<file path="config.mk">
export PLATFORM = sky130hd
export DESIGN_NAME = periodic_timer_table
export DESIGN_NICKNAME = d
export VERILOG_FILES = /design/src/design/ptt_pkg.sv /design/src/design/periodic_timer_table.sv /design/src/design/ptt_cell.sv
export SDC_FILE = /design/constraint.sdc
export NUM_CORES = 2
export LEC_CHECK = 0
export ABC_AREA = 1
export BUFFER_PORTS_ARGS = -buffer_cell sky130_fd_sc_hd__buf_2
export CORE_UTILIZATION = 60
export CTS_CLUSTER_SIZE = 25
export DETAILED_ROUTE_END_ITERATION = 16
export PLACE_DENSITY = 0.77
export SYNTH_ARGS = -nofsm -noshare
export SYNTH_HDL_FRONTEND = slang
export SYNTH_SLANG_ARGS = --single-unit
</file>
<file path="constraint.sdc">
create_clock -name i_clk -period 5.7 [get_ports i_clk]
set_input_delay 1.14 -clock i_clk [delete_from_list [all_inputs] [get_ports i_clk]]
set_output_delay 1.14 -clock i_clk [all_outputs]
set_load 0.1 [all_outputs]
</file>
<file path="src/design/ptt_pkg.sv">
// ----------------------------------------------------------------------------
// ptt_pkg: shared types and codes for the periodic timer table
// Command codes, result kinds, the command and result words, and the probe
// and fire words that travel between the top level and the slot cells.
// ----------------------------------------------------------------------------
package ptt_pkg;

    // command codes; code 3 is unused and ignored
    typedef enum logic [1:0] {
        CMD_CREATE = 2'd0,
        CMD_CANCEL = 2'd1,
        CMD_TICK   = 2'd2
    } t_cmd;

    // result kinds
    localparam logic KIND_CREATE = 1'b0;
    localparam logic KIND_EXPIRY = 1'b1;

    localparam int unsigned ID_W    = 32;
    localparam int unsigned OWNER_W = 16;
    localparam int unsigned TIME_W  = 32;

    // one command word
    typedef struct packed {
        logic [1:0]         cmd;
        logic [OWNER_W-1:0] owner_id;
        logic [TIME_W-1:0]  period_ms;
        logic [ID_W-1:0]    cancel_id;
        logic [TIME_W-1:0]  now_ms;
    } t_in_word;

    // one result word
    typedef struct packed {
        logic               kind;
        logic [ID_W-1:0]    timer_number;
        logic [OWNER_W-1:0] owner_app;
        logic               last;
    } t_out_word;

    // command probe handed from cell to cell;
    // key is the new id (create), the id to cancel, or the current time (tick)
    typedef struct packed {
        logic               valid;
        logic [1:0]         cmd;
        logic               taken;
        logic [OWNER_W-1:0] owner;
        logic [TIME_W-1:0]  period;
        logic [ID_W-1:0]    key;
    } t_probe;

    // expiry report of one cell
    typedef struct packed {
        logic               valid;
        logic [ID_W-1:0]    id;
        logic [OWNER_W-1:0] owner;
    } t_fire;

endpackage

</file>
<file path="src/design/periodic_timer_table.sv">
// ----------------------------------------------------------------------------
// periodic_timer_table: table of periodic timers
// A row of slot cells; each command word walks the row one cell per cycle.
// ----------------------------------------------------------------------------
// Usage:
//   Command channel: a word on i_cmd_word is taken at a rising edge with
//   start high and busy low. Commands: create (owner, period), cancel (id),
//   tick (current time); code 3 is ignored.
//   Result channel: each result word sits on o_result_word for one cycle
//   with o_strobe high. The receiver cannot stall this channel.
//   Create gives one reply (new id, 0 if the table is full). Cancel gives
//   nothing. Tick gives one expiry word per firing slot in slot order, the
//   final one with last set; a tick where nothing fires gives nothing.
//   Timing: the command walks the row of NUM_TIMERS cells, one cell a
//   cycle, between the launch register and the result register. Busy
//   drops in the same cycle as the final result strobes, and no new
//   command is taken until then. Expiry words appear as the command
//   reaches each firing cell, each one held back until the next is known.
//   Reset: all slots inactive, next id 1, no command in flight.
// ----------------------------------------------------------------------------
module periodic_timer_table import ptt_pkg::*; #(
    parameter int unsigned NUM_TIMERS = 8
) (
    input  logic      i_clk,
    input  logic      i_rst_n,
    input  logic      start,
    output logic      busy,
    input  t_in_word  i_cmd_word,
    output logic      o_strobe,
    output t_out_word o_result_word
);

    t_probe             chain [NUM_TIMERS+1];
    t_fire              fires [NUM_TIMERS];
    logic [NUM_TIMERS-1:0] fire_vec;

    logic               r_busy;
    t_probe             r_probe;
    logic [ID_W-1:0]    r_next_id;
    logic               r_pend_valid;
    logic [ID_W-1:0]    r_pend_id;
    logic [OWNER_W-1:0] r_pend_owner;
    logic               r_out_valid;
    t_out_word          r_out;

    logic               n_busy;
    t_probe             n_probe;
    logic [ID_W-1:0]    n_next_id;
    logic               n_pend_valid;
    logic [ID_W-1:0]    n_pend_id;
    logic [OWNER_W-1:0] n_pend_owner;
    logic               n_out_valid;
    t_out_word          n_out;

    logic               accept;
    logic               fire_any;
    logic [ID_W-1:0]    fire_id;
    logic [OWNER_W-1:0] fire_owner;
    t_probe             tail;

    assign accept   = start && !r_busy;
    assign chain[0] = r_probe;
    assign tail     = chain[NUM_TIMERS];

    // row of slot cells
    for (genvar g = 0; g < NUM_TIMERS; g++) begin : g_cell
        ptt_cell u_cell (
            .i_clk   (i_clk),
            .i_rst_n (i_rst_n),
            .i_probe (chain[g]),
            .o_probe (chain[g+1]),
            .o_fire  (fires[g])
        );
        assign fire_vec[g] = fires[g].valid;
    end

    // at most one cell holds the probe, so an OR picks its report
    always_comb begin
        fire_any   = 1'b0;
        fire_id    = '0;
        fire_owner = '0;
        for (int k = 0; k < NUM_TIMERS; k++) begin
            fire_any   = fire_any | fires[k].valid;
            fire_id    = fire_id | ({ID_W{fires[k].valid}} & fires[k].id);
            fire_owner = fire_owner | ({OWNER_W{fires[k].valid}} & fires[k].owner);
        end
    end

    // command launch, result sequencing
    always_comb begin
        n_busy       = r_busy;
        n_probe      = r_probe;
        n_next_id    = r_next_id;
        n_pend_valid = r_pend_valid;
        n_pend_id    = r_pend_id;
        n_pend_owner = r_pend_owner;
        n_out_valid  = 1'b0;
        n_out        = r_out;

        // launch into the first cell
        n_probe.valid = 1'b0;
        if (accept) begin
            n_busy         = 1'b1;
            n_probe.valid  = 1'b1;
            n_probe.cmd    = i_cmd_word.cmd;
            n_probe.taken  = 1'b0;
            n_probe.owner  = i_cmd_word.owner_id;
            n_probe.period = i_cmd_word.period_ms;
            case (i_cmd_word.cmd)
                CMD_CREATE: n_probe.key = r_next_id;
                CMD_CANCEL: n_probe.key = i_cmd_word.cancel_id;
                default:    n_probe.key = i_cmd_word.now_ms;
            endcase
        end

        // expiry: release the held word, hold the new one
        if (fire_any) begin
            if (r_pend_valid) begin
                n_out_valid = 1'b1;
                n_out       = '{kind: KIND_EXPIRY, timer_number: r_pend_id,
                                owner_app: r_pend_owner, last: 1'b0};
            end
            n_pend_valid = 1'b1;
            n_pend_id    = fire_id;
            n_pend_owner = fire_owner;
        end

        // probe leaves the row: final word
        if (tail.valid) begin
            n_busy = 1'b0;
            if (tail.cmd == CMD_CREATE) begin
                n_out_valid = 1'b1;
                n_out       = '{kind: KIND_CREATE,
                                timer_number: tail.taken ? tail.key : '0,
                                owner_app: '0, last: 1'b1};
                if (tail.taken) begin
                    n_next_id = r_next_id + 1'b1;
                end
            end else if (r_pend_valid) begin
                n_out_valid  = 1'b1;
                n_out        = '{kind: KIND_EXPIRY, timer_number: r_pend_id,
                                 owner_app: r_pend_owner, last: 1'b1};
                n_pend_valid = 1'b0;
            end
        end
    end

    // control registers
    always_ff @(posedge i_clk) begin
        if (!i_rst_n) begin
            r_busy       <= 1'b0;
            r_probe      <= '0;
            r_next_id    <= ID_W'(1);
            r_pend_valid <= 1'b0;
            r_out_valid  <= 1'b0;
        end else begin
            r_busy       <= n_busy;
            r_probe      <= n_probe;
            r_next_id    <= n_next_id;
            r_pend_valid <= n_pend_valid;
            r_out_valid  <= n_out_valid;
        end
    end

    // result payload, no reset
    always_ff @(posedge i_clk) begin
        r_pend_id    <= n_pend_id;
        r_pend_owner <= n_pend_owner;
        r_out        <= n_out;
    end

    assign busy          = r_busy;
    assign o_strobe      = r_out_valid;
    assign o_result_word = r_out;

    // checks
    a_one_fire: assert property (@(posedge i_clk) disable iff (!i_rst_n)
        $onehot0(fire_vec))
        else $error("more than one cell fired in a cycle");

    a_busy_after_accept: assert property (@(posedge i_clk) disable iff (!i_rst_n)
        accept |=> busy)
        else $error("busy not raised after accept");

    a_idle_clean: assert property (@(posedge i_clk) disable iff (!i_rst_n)
        !r_busy |-> (!r_pend_valid && !r_probe.valid && !tail.valid))
        else $error("work left over while idle");

    a_create_last: assert property (@(posedge i_clk) disable iff (!i_rst_n)
        (o_strobe && (o_result_word.kind == KIND_CREATE)) |-> o_result_word.last)
        else $error("create reply without last");

    a_last_drops_busy: assert property (@(posedge i_clk) disable iff (!i_rst_n)
        (o_strobe && o_result_word.last) |-> !busy)
        else $error("final result while still busy");

endmodule

</file>
<file path="src/design/ptt_cell.sv">
// ----------------------------------------------------------------------------
// ptt_cell: one timer slot of the table
// Holds the slot state, acts on the probe passing by, and hands the probe
// on to the next cell in the following cycle.
// ----------------------------------------------------------------------------
module ptt_cell import ptt_pkg::*; (
    input  logic   i_clk,
    input  logic   i_rst_n,
    input  t_probe i_probe,
    output t_probe o_probe,
    output t_fire  o_fire
);

    logic               r_active;
    logic [ID_W-1:0]    r_id;
    logic [OWNER_W-1:0] r_owner;
    logic [TIME_W-1:0]  r_period;
    logic [TIME_W-1:0]  r_last_fire;
    t_probe             r_probe;

    t_probe             n_probe;
    logic [TIME_W-1:0]  elapsed;
    logic               create_hit;
    logic               cancel_hit;
    logic               fire_hit;

    // slot decisions for the probe now at this cell
    always_comb begin
        elapsed    = i_probe.key - r_last_fire;
        create_hit = i_probe.valid && (i_probe.cmd == CMD_CREATE) &&
                     !i_probe.taken && !r_active;
        cancel_hit = i_probe.valid && (i_probe.cmd == CMD_CANCEL) &&
                     !i_probe.taken && r_active && (r_id == i_probe.key);
        fire_hit   = i_probe.valid && (i_probe.cmd == CMD_TICK) &&
                     r_active && (elapsed >= r_period);
        n_probe       = i_probe;
        n_probe.taken = i_probe.taken || create_hit || cancel_hit;
    end

    assign o_fire.valid = fire_hit;
    assign o_fire.id    = r_id;
    assign o_fire.owner = r_owner;
    assign o_probe      = r_probe;

    // slot state
    always_ff @(posedge i_clk) begin
        if (!i_rst_n) begin
            r_active <= 1'b0;
            r_id     <= '0;
        end else if (create_hit) begin
            r_active <= 1'b1;
            r_id     <= i_probe.key;
        end else if (cancel_hit) begin
            r_active <= 1'b0;
        end
    end

    // slot payload, no reset
    always_ff @(posedge i_clk) begin
        if (create_hit) begin
            r_owner     <= i_probe.owner;
            r_period    <= i_probe.period;
            r_last_fire <= '0;
        end else if (fire_hit) begin
            r_last_fire <= i_probe.key;
        end
    end

    // probe stage toward the next cell
    always_ff @(posedge i_clk) begin
        if (!i_rst_n) begin
            r_probe <= '0;
        end else begin
            r_probe <= n_probe;
        end
    end

endmodule
</file>
# Yosys cells after proc, flatten, opt, wreduce, memory -nomap -nowiden
# Index checks and enable logic that the tools add are counted.
# op_classes
add_sub_neg	9
mul	0
div	0
n_lt_le_gt_ge	8
n_eq_ne	25
shifts	0
mux	33
bitwise_logic	38
reduce_logical	130
# ops
op	n
AND 32 bit	8
equality test 32 bit	8
>= comparator 32 bit	8
subtractor 32 bit	8
2-to-1 mux 50 bit	5
bitwise OR 32 bit	7
AND 16 bit	8
bitwise OR 16 bit	7
2-to-1 mux 84 bit	1
logical AND 1 bit	79
one-hot mux 32 bit (2 select lines)	1
adder 32 x 1 -> 32 bit (second input constant)	1
2-to-1 mux 32 bit	1
2-to-1 mux 1 bit	25
zero test 2 bit	10
equality test 2 x 1 -> 1 bit (second input constant)	9
equality test 2 bit (second input constant)	8
zero test 1 bit	16
nonzero test 2 bit	8
logical OR 1 bit	15
bitwise OR 1 bit	7
AND reduction 3 bit	1
OR reduction 2 bit	1
NOT 1 bit	1
# totals
ff_bits	1744
latchBits	0
ramBits	0
mem_bits_ro	0
inputBits	117
output_inout_bits	52
elab_cells	344
n_memories	0

# Logic depth before layout (Yosys ltp)
# depth
word_depth	15
ltp_mapped	31
mapped_depth_nobuf	30

# Modules after synthesis
# A second synthesis with hierarchy kept.
# unflattened
cells_unflattened	10988
hier_area_um2	87446.4
# by_module_without_submodules
module	n_inst	cells_per_inst	area_per_inst_um2	seq_area_each_um2
ptt_cell (g_cell[4].u_cell ...)	4	1181	9454.1	4424.2
ptt_cell (g_cell[0].u_cell ...)	3	1176	9545.4	4424.2
periodic_timer_table	1	1566	11579.9	5305.1
ptt_cell (g_cell[3].u_cell)	1	1170	9414.0	4424.2

# Worst setup path after synthesis
# Ideal clock, no wire load.
# synth_path
kind	register to register
from	register g_cell[5].u_cell.r_probe, in the netlist g_cell[5].u_cell.o_probe[0]
to	register with a tool-made name
setup_time_ns	0.258
arrival_ns	4.167
required_time_ns	5.442
path_slack_ns	1.274
path_stages_with_launch	31
n_path_buf	1
synth_period_minus_slack_ns	4.426
path_cell_list	dfxtp_1 inv_1 ha_1 inv_1 fa_1 nand3_1 nand2_1 nand3_1 nand2_1 nand3_1 nand2_1 nand3_1 nand3_1 nand2_1 nand2_1 nand2_1 nand3_1 xor2_1 ha_1 nand2_1 o21ai_0 a21o_1 a21oi_1 nand3_1 nand2_2 nand2_1 inv_2 nand4_4 nand2_4 buf_6 nor2_2
# synth_lines
item	line	source
start: declaration	ptt_cell.sv:19	t_probe r_probe;
start signal: assignment	ptt_cell.sv:74	r_probe <= n_probe;

# Worst setup path in the final report
# layout_path
from	register g_cell[0].u_cell.r_probe, in the netlist g_cell[0].u_cell.o_probe[2]
to	register r_pend_id[12] (data pin)
# layout_between
elab_chain_cells	11
# layout_lines
item	line	source
start: declaration	ptt_cell.sv:19	
start signal: assignment	ptt_cell.sv:74	
subtractor 32 bit	ptt_cell.sv:29	elapsed = i_probe.key - r_last_fire;
>= comparator 32 bit	ptt_cell.sv:35	r_active && (elapsed >= r_period);
logical AND 1 bit	ptt_cell.sv:35	
AND 32 bit	periodic_timer_table.sv:84	fire_id = fire_id | ({ID_W{fires[k].valid}} & fires[k].id);
bitwise OR 32 bit (7 in series)	periodic_timer_table.sv:84	
via fire_id[12]	periodic_timer_table.sv:57	logic [ID_W-1:0] fire_id;
end signal: assignment	periodic_timer_table.sv:167	r_pend_id <= n_pend_id;
end: declaration	periodic_timer_table.sv:41	logic [ID_W-1:0] r_pend_id;
# The timed path passes the listed nets, and every way through them passes these cells.
# A chain may end at the register's enable or synchronous reset.

==> run_results.csv <==
group,metric,value,unit
clock_tree,clockBufferDepth,3,
floorplanning,die_area,136400,um2
sta,fin_skew,0.03795,ns
drt,viasPerCell,5.703,
floorplanning,start_util,0.6058,
power,power.density,333.4,nW/um2
cells_and_area,layout_common_cells,"1733 x inv_1, 1702 x nand2_1, 1261 x dfxtp_1",
grt,antenna_found_initial,4,
clock_tree,cts_sinks,1744,
clock_tree,htreeDepth,4,
clock_tree,path_clk_slew,0.06,ns
synth,syn_area_per_cell,8.334,um2
drt,ant_nets,0,
cells_and_area,final_layout_size_suffix_gt1_frac,0.07114,
critical_path,cp_top_family,"compound AO/OA/AOI/OAI gates",
sta,final.setup.tns,0,ns
drt,dr.pass1.iters,6,
clock_tree,clk_latency,0.84,ns
critical_path,cp.required,6.25,ns
synth,yosysWarnings,0,
sta,post-route-period-util,0.9401,
synth,syn_area,80950,um2
critical_path,criticalPathCategory,"reg -> reg",
placement,place.gp.congestion,0.9953,
synth,postSynthCellCount,9713,
sta,finalHoldViolCount,0,
critical_path,crit_chain,"ha_1, a21oi_1, nand2_1, a21oi_1, o21ai_1, a31oi_1, o21ai_1, xor2_1, ha_1, a21oi_1, o21ai_0, a21oi_1, nand2_1, nand2_1, nand2_1, nand2_2, buf_6, o21ai_0, a21oi_1, nand4_1",
critical_path,cp-start-kind,"register",
synth,synth_edf_count,482,
clock_tree,ctsHoldBuffers,0,
synth,syn-num-nets,10340,
grt,grt_pass1_wl,388400,um
placement,hpwl,199300,um
sta,slew_violations,0,
critical_path,path_common_cell,"a21oi_1",
synth,synth-seq-cells,1744,
critical_path,slowest_delay,0.52,ns
critical_path,end_kind,"register",
drt,wl_per_cell,22.22,um
critical_path,critical_path.max_fanout,81,
clock_tree,cts_tree,"built",
sta,max_freq,186.6,MHz
drt,wl,263000,um
worst_hold_path,hp-class,"reg -> reg",
grt,grt_usage,0.3798,
synth,synth_ff_type,"dfxtp_1",
critical_path,path_buf_inv,1,
grt,grt_start_max_net_pins,155,
placement,dp.cells,11510,
synth,synth.distinct_cells,62,
cells_and_area,syn2layout_area_growth,11.42,%
placement,io_buffer_count,168,
sta,final-setup-viol-count,0,
clock_tree,cts_made_buffers,172,
sta,fin_crit,5.359,ns
floorplanning,die_h,369.3,um
cells_and_area,fin_area,90190,um2
floorplanning,rows,134,
cells_and_area,fin_cells,11830,
floorplanning,coreArea,133600,um2
status,status,"finished, final reports clean",
cells_and_area,layout.nets,10540,
cells_and_area,final_common_cell,"inv_1",
drt,drt_iter0_markers,7032,
clock_tree,cts_root_buf,"clkbuf_16",
flow_run,maxCapViolCount,0,
synth,async_flop_share,0,
floorplanning,fp.dieW,369.3,um
power,ir_drop,0.0002942,V
power,p_leak,45.63,nW
sta,rsz0062_at_grt,"false",
grt,grt_pass1_vias,64260,
floorplanning,io_pins,169,
grt,grt_overflow_total,0,
critical_path,cp.arrival,5.91,ns
sta,tightest_slew,1.249,ns
synth,ys_seq_area_frac,0.4909,
drt,vias,67490,
drt,drc,0,
placement,placed_cell_area,84220,um2
critical_path,slowest_stage,"dfxtp_1",
sta,relSlewSlack,0.1674,
==> final timing paths <==
kind / startpoint / slack (ns) / to / depth (start not counted)
setup reg to reg: g_cell[0].u_cell.o_probe[2]$_SDFF_PN0_ / 0.34 / r_pend_id[12]$_DFFE_PN_ / 20
hold reg to reg: g_cell[6].u_cell.o_probe[33]$_SDFF_PN0_ / 0.40 / g_cell[7].u_cell.r_period[1]$_DFFE_PP_ / 0
setup / recovery: g_cell[0].u_cell.o_probe[2]$_SDFF_PN0_ / 0.34 / r_pend_id[12]$_DFFE_PN_ / 20
hold / removal: g_cell[6].u_cell.o_probe[33]$_SDFF_PN0_ / 0.40 / g_cell[7].u_cell.r_period[1]$_DFFE_PP_ / 0
==> cells in the mapped netlist (51+ instances only) <==
cell type | n | area share
o22ai_1 | 104 | 0.0080
a21o_1 | 51 | 0.0047
a21oi_1 | 973 | 0.060
inv_1 | 1740 | 0.081
nand2_1 | 1705 | 0.079
ha_1 | 505 | 0.078
nor3_1 | 121 | 0.0075
nor2_1 | 640 | 0.030
edfxtp_1 | 482 | 0.18
xnor2_1 | 140 | 0.015
nand3_1 | 169 | 0.010
nand4_1 | 90 | 0.0070
buf_2 | 52 | 0.0032
dfxtp_1 | 1262 | 0.31
o21ai_0 | 766 | 0.047
clkbuf_1 | 257 | 0.012
xor2_1 | 230 | 0.025
==> state kept, by name, indices dropped and copies added, names as in the netlist, named ones only <==
| signal | cells |
|---|---|
| g_cell.u_cell.r_owner | 128 |
| r_pend_owner | 16 |
| busy | 1 |
| g_cell.u_cell.r_period | 256 |
| r_pend_id | 32 |
| g_cell.u_cell.o_probe | 624 |
| o_strobe | 1 |
| g_cell.u_cell.r_last_fire | 256 |
| g_cell.u_cell.r_id | 256 |
| r_next_id | 32 |
| r_pend_valid | 1 |
| chain | 83 |
| g_cell.u_cell.r_active | 8 |
==> per-layer routing <==
| layer | wire length [um] | global-route usage |
|---|---|---|
| met5 | 27 | 0.001068 |
| met4 | 22090 | 0.2792 |
| met1 | 101000 | 0.4633 |
| met2 | 119200 | 0.6065 |
| met3 | 20620 | 0.06331 |
==> power breakdown <==
| group | switching [mW] | internal [mW] |
|---|---|---|
| logic | 3.04 | 1.66 |
| registers | 0.287 | 13.2 |
| clock network | 5.11 | 6.80 |
| total | 8.44 | 21.6 |
==> kinds of logic (layout without fill, tap and decap cells) <==
family / Yosys count / count (layout) / share of synthesized area
compound gates: 2125 / 2125 / 0.1412
xor+xnor: 370 / 370 / 0.04003
fa+ha+maj: 513 / 513 / 0.08004
buf+inv: 2077 / 2428 / 0.09767
flops: 1744 / 1744 / 0.4909
mux: 48 / 48 / 0.005936
other cells: 0 / 2 / 0
simple gates: 2836 / 2836 / 0.1442
==> area by class of cell <==
class | instances | area, um2
antenna | 2 | 5.005
clock buffer | 229 | 4815
clock inverter | 96 | 1141
fill | 10860 | 43440
inverter | 1755 | 6588
multi-input combinational | 5892 | 33360
sequential | 1744 | 39740
tap | 1768 | 2212
timing repair buffer | 348 | 2331
==> timing repair <==
| action | in CTS | in global routing |
|---|---|---|
| gates resized for setup | 0 | 2 |
| buffers inserted | 0 | 0 |
| setup endpoints to repair | 0 | 3 |
==> per-stage QoR <==
step / util / setup slack (ns) / hold slack [ns] / power, mW
after detailed placement: 0.6302 / 0.2548 / 0.3895 / 18.31
final: 0.6749 / 0.3414 / 0.3977 / 30.07
after global routing: 0.6749 / 0.1332 / 0.4063 / 31.22
after CTS: 0.6748 / 0.2293 / 0.3926 / 30.05
after floorplan: - / 1.274 / 0.3855 / 16.94
after global placement: 0.6302 / 0.3527 / 0.3863 / 18.21
Note: power is estimated with default switching activity, not from simulation.
